`src/sv/cutv_pkg.sv`:
```
// Shared types, constants and helpers of the canonical UTF-8 validator.
// No dependencies; imported by the front, queue, back and top modules.
package cutv_pkg;

    localparam int unsigned QUEUE_DEPTH = 4;
    localparam int unsigned QPTR_W      = $clog2(QUEUE_DEPTH);
    localparam int unsigned QCNT_W      = $clog2(QUEUE_DEPTH + 1);

    localparam int unsigned VQ_DEPTH    = 2;
    localparam int unsigned VPTR_W      = $clog2(VQ_DEPTH);
    localparam int unsigned VCNT_W      = $clog2(VQ_DEPTH + 1);

    localparam int unsigned CP_W        = 21;

    localparam logic [7:0] ASCII_MAX    = 8'h7F;
    localparam logic [7:0] CONT_MIN     = 8'h80;
    localparam logic [7:0] CONT_MAX     = 8'hBF;
    localparam logic [7:0] LEAD2_MIN    = 8'hC2;
    localparam logic [7:0] LEAD2_MAX    = 8'hDF;
    localparam logic [7:0] LEAD3_MIN    = 8'hE0;
    localparam logic [7:0] LEAD3_MAX    = 8'hEF;
    localparam logic [7:0] LEAD4_MIN    = 8'hF0;
    localparam logic [7:0] LEAD4_MAX    = 8'hF4;
    localparam logic [7:0] CHAR_CR      = 8'h0D;
    localparam logic [7:0] MARK_B0      = 8'hEF;
    localparam logic [7:0] MARK_B1      = 8'hBB;
    localparam logic [7:0] MARK_B2      = 8'hBF;

    localparam logic [CP_W-1:0] CP_MAX     = 21'h10FFFF;
    localparam logic [CP_W-1:0] SURR_LO    = 21'h00D800;
    localparam logic [CP_W-1:0] SURR_HI    = 21'h00DFFF;
    localparam logic [CP_W-1:0] MIN_TWO    = 21'h000080;
    localparam logic [CP_W-1:0] MIN_THREE  = 21'h000800;
    localparam logic [CP_W-1:0] MIN_FOUR   = 21'h010000;

    localparam logic [1:0] MCLS_TWO   = 2'd0;
    localparam logic [1:0] MCLS_THREE = 2'd1;
    localparam logic [1:0] MCLS_FOUR  = 2'd2;

    typedef enum logic [2:0] {
        K_ASCII,
        K_CONT,
        K_LEAD2,
        K_LEAD3,
        K_LEAD4,
        K_BAD
    } t_kind;

    // One classified item as it travels from front to back.
    typedef struct packed {
        t_kind      kind;
        logic [5:0] bits;
        logic [2:0] mark_hit;
        logic       is_cr;
        logic       present;
        logic       last;
    } t_item;

    function automatic logic [CP_W-1:0] class_min(input logic [1:0] cls);
        logic [CP_W-1:0] v;
        case (cls)
            MCLS_TWO:   v = MIN_TWO;
            MCLS_THREE: v = MIN_THREE;
            default:    v = MIN_FOUR;
        endcase
        return v;
    endfunction

endpackage

```
`src/sv/cutv_front.sv`:
```
// Front end: accepts input items and classifies each byte.
// Depends on cutv_pkg.
module cutv_front (
    input  logic           i_push,
    input  logic [7:0]     i_data_byte,
    input  logic           i_byte_present,
    input  logic           i_end_of_text,
    input  logic           i_q_full,
    output logic           o_wr,
    output cutv_pkg::t_item o_item
);
    import cutv_pkg::*;

    t_kind w_kind;

    always_comb begin
        case (i_data_byte) inside
            [8'h00:ASCII_MAX]:     w_kind = K_ASCII;
            [CONT_MIN:CONT_MAX]:   w_kind = K_CONT;
            [LEAD2_MIN:LEAD2_MAX]: w_kind = K_LEAD2;
            [LEAD3_MIN:LEAD3_MAX]: w_kind = K_LEAD3;
            [LEAD4_MIN:LEAD4_MAX]: w_kind = K_LEAD4;
            default:               w_kind = K_BAD;
        endcase
    end

    always_comb begin
        o_item.kind        = w_kind;
        o_item.bits        = i_data_byte[5:0];
        o_item.mark_hit[0] = (i_data_byte == MARK_B0);
        o_item.mark_hit[1] = (i_data_byte == MARK_B1);
        o_item.mark_hit[2] = (i_data_byte == MARK_B2);
        o_item.is_cr       = (i_data_byte == CHAR_CR);
        o_item.present     = i_byte_present;
        o_item.last        = i_end_of_text;
    end

    // Drop items that carry neither a byte nor an end marker.
    assign o_wr = i_push && !i_q_full && (i_byte_present || i_end_of_text);

endmodule

```
`src/sv/cutv_queue.sv`:
```
// Short item queue between the front and back ends.
// Depends on cutv_pkg.
module cutv_queue (
    input  logic            i_clk,
    input  logic            i_rst_n,
    input  logic            i_wr,
    input  cutv_pkg::t_item i_data,
    input  logic            i_rd,
    output cutv_pkg::t_item o_data,
    output logic            o_empty,
    output logic            o_full
);
    import cutv_pkg::*;

    t_item               r_mem [QUEUE_DEPTH];
    logic [QPTR_W-1:0]   r_wptr, n_wptr;
    logic [QPTR_W-1:0]   r_rptr, n_rptr;
    logic [QCNT_W-1:0]   r_cnt,  n_cnt;

    always_comb begin
        n_wptr = i_wr ? r_wptr + 1'b1 : r_wptr;
        n_rptr = i_rd ? r_rptr + 1'b1 : r_rptr;
        n_cnt  = r_cnt;
        if (i_wr && !i_rd) begin
            n_cnt = r_cnt + 1'b1;
        end else if (!i_wr && i_rd) begin
            n_cnt = r_cnt - 1'b1;
        end
    end

    always_ff @(posedge i_clk) begin
        if (!i_rst_n) begin
            r_wptr <= '0;
            r_rptr <= '0;
            r_cnt  <= '0;
        end else begin
            r_wptr <= n_wptr;
            r_rptr <= n_rptr;
            r_cnt  <= n_cnt;
        end
    end

    always_ff @(posedge i_clk) begin
        if (i_wr) begin
            r_mem[r_wptr] <= i_data;
        end
    end

    assign o_data  = r_mem[r_rptr];
    assign o_empty = (r_cnt == '0);
    assign o_full  = (r_cnt == QCNT_W'(QUEUE_DEPTH));

endmodule

```
`src/sv/cutv_back.sv`:
```
// Back end: runs the UTF-8 and canonical checks and queues verdicts.
// Depends on cutv_pkg.
module cutv_back (
    input  logic            i_clk,
    input  logic            i_rst_n,
    input  logic            i_canon,
    input  logic            i_valid,
    input  cutv_pkg::t_item i_item,
    output logic            o_take,
    input  logic            i_pop,
    output logic            o_empty,
    output logic            o_text_valid
);
    import cutv_pkg::*;

    logic [1:0]      r_pend,  n_pend;
    logic [CP_W-1:0] r_acc,   n_acc;
    logic [1:0]      r_mcls,  n_mcls;
    logic            r_fail,  n_fail;
    logic [1:0]      r_seen,  n_seen;
    logic            r_match, n_match;

    logic            r_vmem [VQ_DEPTH];
    logic [VPTR_W-1:0] r_vwptr, r_vrptr;
    logic [VCNT_W-1:0] r_vcnt,  n_vcnt;

    logic            w_hit;
    logic            w_vpush;
    logic            w_vpop;
    logic            w_verdict;
    logic [CP_W-1:0] w_cp;

    // Stall only an end item, and only while the verdict queue is full.
    assign o_take  = i_valid && (!i_item.last || (r_vcnt != VCNT_W'(VQ_DEPTH)));
    assign w_vpush = o_take && i_item.last;
    assign w_vpop  = i_pop && (r_vcnt != '0);

    always_comb begin
        case (r_seen)
            2'd0:    w_hit = i_item.mark_hit[0];
            2'd1:    w_hit = i_item.mark_hit[1];
            2'd2:    w_hit = i_item.mark_hit[2];
            default: w_hit = 1'b0;
        endcase
    end

    assign w_cp = {r_acc[CP_W-7:0], i_item.bits};

    always_comb begin
        n_pend  = r_pend;
        n_acc   = r_acc;
        n_mcls  = r_mcls;
        n_fail  = r_fail;
        n_seen  = r_seen;
        n_match = r_match;
        w_verdict = 1'b0;

        if (o_take && i_item.present) begin
            if (r_seen != 2'd3) begin
                n_match = r_match && w_hit;
                n_seen  = r_seen + 2'd1;
                if ((r_seen == 2'd2) && n_match && i_canon) begin
                    n_fail = 1'b1;
                end
            end
            if (i_item.is_cr && i_canon) begin
                n_fail = 1'b1;
            end

            if (r_pend == 2'd0) begin
                case (i_item.kind)
                    K_ASCII: begin
                    end
                    K_LEAD2: begin
                        n_pend = 2'd1;
                        n_acc  = CP_W'(i_item.bits[4:0]);
                        n_mcls = MCLS_TWO;
                    end
                    K_LEAD3: begin
                        n_pend = 2'd2;
                        n_acc  = CP_W'(i_item.bits[3:0]);
                        n_mcls = MCLS_THREE;
                    end
                    K_LEAD4: begin
                        n_pend = 2'd3;
                        n_acc  = CP_W'(i_item.bits[2:0]);
                        n_mcls = MCLS_FOUR;
                    end
                    default: n_fail = 1'b1;
                endcase
            end else if (i_item.kind != K_CONT) begin
                // Broken sequence: drop it and keep scanning.
                n_fail = 1'b1;
                n_pend = 2'd0;
                n_acc  = '0;
            end else begin
                n_pend = r_pend - 2'd1;
                n_acc  = w_cp;
                if (r_pend == 2'd1) begin
                    if ((w_cp < class_min(r_mcls)) || (w_cp > CP_MAX) ||
                        ((w_cp >= SURR_LO) && (w_cp <= SURR_HI))) begin
                        n_fail = 1'b1;
                    end
                    n_acc = '0;
                end
            end
        end

        if (w_vpush) begin
            w_verdict = !n_fail && (n_pend == 2'd0);
            n_pend  = 2'd0;
            n_acc   = '0;
            n_mcls  = MCLS_TWO;
            n_fail  = 1'b0;
            n_seen  = 2'd0;
            n_match = 1'b1;
        end
    end

    always_comb begin
        n_vcnt = r_vcnt;
        if (w_vpush && !w_vpop) begin
            n_vcnt = r_vcnt + 1'b1;
        end else if (!w_vpush && w_vpop) begin
            n_vcnt = r_vcnt - 1'b1;
        end
    end

    always_ff @(posedge i_clk) begin
        if (!i_rst_n) begin
            r_pend  <= 2'd0;
            r_acc   <= '0;
            r_mcls  <= MCLS_TWO;
            r_fail  <= 1'b0;
            r_seen  <= 2'd0;
            r_match <= 1'b1;
            r_vwptr <= '0;
            r_vrptr <= '0;
            r_vcnt  <= '0;
        end else begin
            r_pend  <= n_pend;
            r_acc   <= n_acc;
            r_mcls  <= n_mcls;
            r_fail  <= n_fail;
            r_seen  <= n_seen;
            r_match <= n_match;
            r_vcnt  <= n_vcnt;
            if (w_vpush) begin
                r_vwptr <= r_vwptr + 1'b1;
            end
            if (w_vpop) begin
                r_vrptr <= r_vrptr + 1'b1;
            end
        end
    end

    always_ff @(posedge i_clk) begin
        if (w_vpush) begin
            r_vmem[r_vwptr] <= w_verdict;
        end
    end

    assign o_empty      = (r_vcnt == '0);
    assign o_text_valid = r_vmem[r_vrptr];

endmodule

```
`src/sv/canonical_utf8_text_validator_core.sv`:
```
// Strict UTF-8 document validator with optional canonical-form checks.
// Depends on cutv_pkg, cutv_front, cutv_queue and cutv_back.
//
// Input channel: drive data_byte, byte_present and end_of_text with push;
// the item is taken on a clock edge with push high and full low. Items with
// neither a byte nor an end marker are dropped.
// Result channel: one text_valid verdict per end_of_text item, shown while
// empty is low and taken on an edge with pop high.
// Throughput: one item per clock while the result queue has room. With both
// queues empty, an accepted end item passes the item queue, is judged by the
// back end and its verdict is written into the result queue, ready to pop.
// The front end classifies each byte into a 4-entry queue; the back end
// updates the running sequence state one byte per clock, unless an end item
// is held by a full result queue, and writes verdicts into a 2-entry result queue.
// Stall: if pop stays low, the result queue fills, the back end holds the
// next end item, the item queue fills and full rises.
// Reset (synchronous, active low) empties both queues, clears the document
// state and sets r_canon to 1. Write i_cfg_wdata with i_cfg_we
// only while no document is in flight.
module canonical_utf8_text_validator_core (
    input  logic       i_clk,
    input  logic       i_rst_n,
    input  logic       i_cfg_we,
    input  logic       i_cfg_wdata,
    input  logic       push,
    output logic       full,
    input  logic [7:0] i_data_byte,
    input  logic       i_byte_present,
    input  logic       i_end_of_text,
    output logic       empty,
    input  logic       pop,
    output logic       o_text_valid
);
    import cutv_pkg::*;

    logic  r_canon, n_canon;
    logic  w_wr;
    t_item w_in_item;
    t_item w_head;
    logic  w_q_empty;
    logic  w_take;

    assign n_canon = i_cfg_we ? i_cfg_wdata : r_canon;

    always_ff @(posedge i_clk) begin
        if (!i_rst_n) begin
            r_canon <= 1'b1;
        end else begin
            r_canon <= n_canon;
        end
    end

    cutv_front u_front (
        .i_push         (push),
        .i_data_byte    (i_data_byte),
        .i_byte_present (i_byte_present),
        .i_end_of_text  (i_end_of_text),
        .i_q_full       (full),
        .o_wr           (w_wr),
        .o_item         (w_in_item)
    );

    cutv_queue u_queue (
        .i_clk   (i_clk),
        .i_rst_n (i_rst_n),
        .i_wr    (w_wr),
        .i_data  (w_in_item),
        .i_rd    (w_take),
        .o_data  (w_head),
        .o_empty (w_q_empty),
        .o_full  (full)
    );

    cutv_back u_back (
        .i_clk        (i_clk),
        .i_rst_n      (i_rst_n),
        .i_canon      (r_canon),
        .i_valid      (!w_q_empty),
        .i_item       (w_head),
        .o_take       (w_take),
        .i_pop        (pop),
        .o_empty      (empty),
        .o_text_valid (o_text_valid)
    );

endmodule

```
`config.mk`:
```
export PLATFORM = sky130hd
export DESIGN_NAME = canonical_utf8_text_validator_core
export DESIGN_NICKNAME = d
export VERILOG_FILES = /design/src/sv/cutv_pkg.sv /design/src/sv/cutv_front.sv /design/src/sv/cutv_queue.sv /design/src/sv/cutv_back.sv /design/src/sv/canonical_utf8_text_validator_core.sv
export SDC_FILE = /design/constraint.sdc
export NUM_CORES = 1
export LEC_CHECK = 0
export BUFFER_PORTS_ARGS = -buffer_cell sky130_fd_sc_hd__clkbuf_2
export CAP_MARGIN = 40
export CELL_PAD_IN_SITES_DETAIL_PLACEMENT = 1
export CELL_PAD_IN_SITES_GLOBAL_PLACEMENT = 2
export CORE_UTILIZATION = 43
export CTS_CLUSTER_SIZE = 28
export DETAILED_ROUTE_END_ITERATION = 10
export PLACE_DENSITY_LB_ADDON = 0.1
export SLEW_MARGIN = 5
export SYNTH_ARGS = -nofsm -noshare
export SYNTH_HDL_FRONTEND = slang
export SYNTH_SLANG_ARGS = --single-unit
```
`constraint.sdc`:
```
create_clock -name i_clk -period 2.87 [get_ports i_clk]
set_input_delay 0.4305 -clock i_clk [delete_from_list [all_inputs] [get_ports i_clk]]
set_output_delay 0.4305 -clock i_clk [all_outputs]
set_load 0.02 [all_outputs]
```
== Yosys cells after proc, flatten, opt, wreduce, memory -nomap -nowiden ==
Memory sizes are Yosys's and may differ from the RTL's. A register that Yosys moved wholly into a read port is not among the register bits.
Index checks and enable logic that the tools add are counted.
Word-level totals
  register bits: 35
  memory bits (writable): 62
  input bits: 16
  output and inout bits: 3
  logic and storage cells: 147
  memories kept: 2
Operators by class
  add/subtract/negate cells: 10
  magnitude comparators: 14
  equality and inequality tests: 16
  multiplexer cells: 42
  bitwise gates (word level): 1
  reduce and logical (&&, ||, !) cells: 49
Memories
  u_queue.r_mem: words 4, width 15, read ports 1, clocked after memory_dff 1, wr ports 1, line cutv_queue.sv:15  | t_item r_mem [QUEUE_DEPTH];
  u_back.r_vmem: words 2, width 1, read ports 1, clocked after memory_dff 1, wr ports 1, line cutv_back.sv:23  | logic r_vmem [VQ_DEPTH];
Operators by type and width (number)
  $mux 21: 4
  $mux 15: 3
  $pmux 15 s3: 1
  $pmux 17 s2: 1
  $ge 8x8->1 const B: 4
  $le 8x8->1 const B: 4
  $eq 8x8->1 const B: 3
  $ge 21x16->1 const B: 1
  $gt 21x21->1 const B: 1
  $le 21x16->1 const B: 1
  $logic_and 1x1->1: 21
  $lt 21x21->1: 1
  $mux 3: 6
  $mux 1: 17
  $mux 2: 7
  $pmux 2 s3: 2
  $logic_not 2->1: 5
  $add 2x1->2 const B: 4
  $eq 8x4->1 const B: 1
  $ge 8x1->1 const B: 1
  $le 8x7->1 const B: 1
  $logic_not 1->1: 8
  $eq 2x1->1 const B: 3
  $eq 3x2->1 const B: 2
  other kinds (19): 30

== Depth between registers and ports, before layout ==
  depth after elaboration: 17
  depth in mapped cells: 10
  depth with buffers taken out: 9

== Hierarchy ==
A second synthesis with hierarchy kept.
Unflattened totals
  cells, all modules: 342
  area total of the unflattened synthesis: 4504.3 µm²
Modules (own cells, without submodules)
  cutv_queue: times used 1, cells each 121, area an instance 2640.0 µm², sequential area each 1981.9 µm²
  cutv_back: times used 1, cells each 187, area an instance 1620.3 µm², sequential area each 620.6 µm²
  cutv_front: times used 1, cells each 30, area an instance 206.4 µm², sequential area each 0.0 µm²
  canonical_utf8_text_validator_core: times used 1, cells each 4, area an instance 37.5 µm², sequential area each 20.0 µm²

== Worst setup path after synthesis ==
Ideal clock, no wire load.
  kind: flip-flop to flip-flop
  from: register with a tool-made name
  to: memory u_back.r_vmem[0] (data pin)
  library setup time: 0.139 ns
  arrival: 2.261 ns
  data required time: 2.731 ns
  setup slack: 0.470 ns
  stages on the path, launching flop included: 9
  buffers on the path: 2
  clock period less this slack: 2.400 ns
  path through: dfxtp_1 > clkbuf_1 > clkbuf_1 > mux4_2 > a222oi_1 > nor3_1 > o211a_1 > a311oi_2 > and4_1
RTL lines (line)
  end, declared: cutv_back.sv:23

==> results.py <==
metrics = {
    "power_and_ir_drop": {
        "clockPowerShare_pct": 20.7,
        "vdd_ir_drop_max_v": 0.000357,
        "p_sw_mw": 1.39,
        "p_sw_share_pct": 34.3,
        "power_density_nw_per_um2": 833,
        "power_mw": 4.05,
        "p_leak_nw": 1.73,
        "seq_power_share_pct": 45.2,
        "internal_power_mw": 2.66,
        "combinationalPowerShare_pct": 34.1,
    },
    "global_routing": {
        "grt_pass1_vias": 2730,
        "grt_max_degree": 19,
        "overflow": 0,
        "grt_pass1_wl_mm": 14.0,
        "grtUsageTotal_pct": 17.9,
        "antenna_found_initial": 0,
    },
    "clocking": {
        "path_clk_slew_ns": 0.10,
        "cts_tree": "yes",
        "ctsHtreeMaxLevel": 3,
        "cts_buffer_depth": 2,
        "cts_resized": 0,
        "cts_buffers": 9,
        "postCtsSetupRepairBufs": 0,
        "clock_sinks": 100,
        "cts_root_buf": "clkbuf_8",
        "clock_latency_ns": 0.36,
        "hold_buffers": 0,
    },
    "place": {
        "place.gp.congestion": 0.740,
        "dp_cells": 489,
        "dpl_cell_area_um2": 4680,
        "portBuffers": 18,
        "dp_slack_ns": 0.265,
        "post-dp-hpwl_mm": 6.09,
    },
    "outcome": {
        "status": "completed",
    },
    "timing": {
        "fin_crit_ns": 2.61,
        "skew_ns": 0.0134,
        "fmax_mhz": 383,
        "drv_slew": 0,
        "finalHoldViolations": 0,
        "relSlewSlack_pct": 55.3,
        "fin_crit_sh_pct": 90.9,
        "fin_setup_tns_ns": 0,
        "setup_viol": 0,
        "rsz0062_at_grt": "no",
        "layout_setup_ws_ns": 0.262,
        "tightest_slew_ns": 0.663,
    },
    "logic_synthesis": {
        "syn-mean-instance-area_um2": 13.2,
        "synthCells": 331,
        "synth-main-ff-cell": "edfxtp_1",
        "synth-seq-cells": 100,
        "synth_fp_nets": 362,
        "synth.distinct_cells": 51,
        "synth_edf_count": 62,
        "async_flop_share_pct": 0,
        "yosysWarningCount": 0,
        "synthesis.area_um2": 4360,
        "seq_area_frac_synth_pct": 60.1,
    },
    "die": {
        "die_height_um": 103,
        "die_area_um2": 10500,
        "die_x_um": 103,
        "start_util_pct": 44.4,
        "coreArea_um2": 9820,
        "ios": 19,
        "std_cell_rows": 36,
    },
    "finish": {
        "drive_gt1_share_pct": 15.3,
        "area_growth_pct": 11.6,
        "fin_area_um2": 4870,
        "finalNetCount": 398,
        "diodes": 0,
        "finalNonFillerCells": 505,
        "fillCellCount": 1050,
    },
    "setup_path": {
        "r2r_slack_ns": 0.26,
        "crit_required_ns": 2.98,
        "path_max_fanout": 12,
        "reg2regPathDepth": 7,
        "cp-end-kind": "register",
        "crit_path_start_kind": "register",
        "critPathArrivalTime_ns": 2.72,
        "path_class": "register to register",
        "r2r-end": "u_back.r_vmem[1]$_DFFE_PP_",
    },
    "worst_hold_path": {
        "hold_end": "u_queue.r_mem[2][0]$_DFFE_PP_",
        "hold_depth": 1,
        "min_from": "i_end_of_text",
        "hp-class": "input pin to register",
    },
    "routing": {
        "drcViolationCount": 0,
        "avgRoutedWirePerCell_um": 16.9,
        "first_pass_iters": 4,
        "wl_mm": 8.53,
        "drtAntennaViolNets": 0,
        "vias_per_cell": 5.33,
        "vias": 2692,
        "initialDrtViolationCount": 63,
    },
    "run": {
        "cap_violations": 0,
    },
}
## metrics by stage
stage               util (%)  hold WS (ns)
finish                  49.6         0.292
CTS                     49.6         0.275
floorplan                  -         0.426
detailed placement      47.7         0.444
global placement        47.7         0.439
global route            49.6         0.274
## cells in the mapped netlist, types with 13 or more instances
master | count | area [um^2]
and2_1 | 14 | 87.6
nand2_1 | 26 | 97.6
nor2_1 | 19 | 71.3
inv_1 | 13 | 48.8
o21ai_0 | 16 | 80.1
dfxtp_1 | 38 | 761
mux4_1 | 13 | 342
a21oi_1 | 18 | 90.1
ha_1 | 14 | 175
nand3_1 | 13 | 65.1
edfxtp_1 | 62 | 1860
## critical path: stages (launching register included)
cell and delay (ns):
dfxtp_1 0.34, buf_4 0.24, mux4_1 0.73, nand2b_1 0.24, nor2b_1 0.16, o32a_1 0.28
a2bb2oi_1 0.16, and4_1 0.22
## cells by family after synthesis
| kind of cell | share of synthesized area (%) |
|---|---|
| compound gates | 8.64 |
| xor+xnor | 1.81 |
| fa+ha+maj | 4.48 |
| buf+inv | 2.70 |
| flops | 60.1 |
| mux | 9.81 |
| simple gates | 12.4 |
## area by class of cell
class	count	area, um^2	area share, %
Multi-Input combinational cell	207	1620	33.3
Clock inverter	7	58.8	1.21
Sequential cell	100	2620	53.9
Clock buffer	9	124	2.55
Timing Repair Buffer	36	225	4.63
Inverter	13	48.8	1.00
Tap cell	133	166	3.42
## sequential cells by signal, indices dropped and copies added, names as in the netlist, named ones only
| name | count |
|---|---|
| u_back.r_pend | 2 |
| r_canon | 1 |
| u_queue.r_rptr | 2 |
| u_queue.r_cnt | 3 |
| u_back.r_vwptr | 1 |
| u_back.r_vrptr | 1 |
| u_queue.r_wptr | 2 |
| u_back.r_vcnt | 2 |
| u_back.r_mcls | 2 |
| u_back.r_match | 1 |
| u_back.r_seen | 2 |
| u_back.r_vmem | 2 |
| u_back.r_acc | 15 |
| u_queue.r_mem | 60 |
| u_back.r_fail | 1 |
## worst max path at each step
stage | startpoint | endpoint | cells past startpoint
2_1_floorplan | register | u_back.r_vmem[0]$_DFFE_PP_ | 8
3_3_place_gp | register | u_back.r_vmem[0]$_DFFE_PP_ | 7
6_report | register | u_back.r_vmem[1]$_DFFE_PP_ | 7
4_1_cts | register | u_back.r_vmem[1]$_DFFE_PP_ | 7
3_5_place_dp | register | u_back.r_vmem[0]$_DFFE_PP_ | 7
5_1_grt | register | u_back.r_acc[11]$_SDFFE_PP0P_ | 6
## metal layers
metal | vias to the layer above | global-route usage, % | share of wire, %
met1 | 1329 | 25.1 | 50
li1 | 1321 | - | -
met3 | 6 | 3.66 | 2.6
met4 | 0 | 4.95 | 0.84
met5 | - | 0 | 0
met2 | 36 | 28.4 | 46
## layout by cell type (no fill, tap or decap), types with 9 or more instances in the layout
cell,synthesis,routed
edfxtp_1,62,62
dfxtp_1,38,38
nand2_1,26,26
nor2_1,19,19
a21oi_1,18,18
clkbuf_2,0,18
buf_4,0,18
o21ai_0,16,16
and2_1,14,14
ha_1,14,14
inv_1,13,13
mux4_1,13,13
nand3_1,13,13
clkbuf_8,0,9
## power groups by stage
| stage | Clock [mW] | Sequential, mW | Combinational, mW |
|---|---|---|---|
| finish | 0.840 | 1.83 | 1.38 |
| global route | 0.921 | 1.86 | 1.55 |
| CTS | 0.875 | 1.84 | 1.40 |
| detailed placement | 0 | 1.87 | 1.39 |
| global placement | 0 | 1.86 | 1.38 |
| floorplan | 0 | 1.82 | 1.05 |
(Power assumes the default switching activity.)
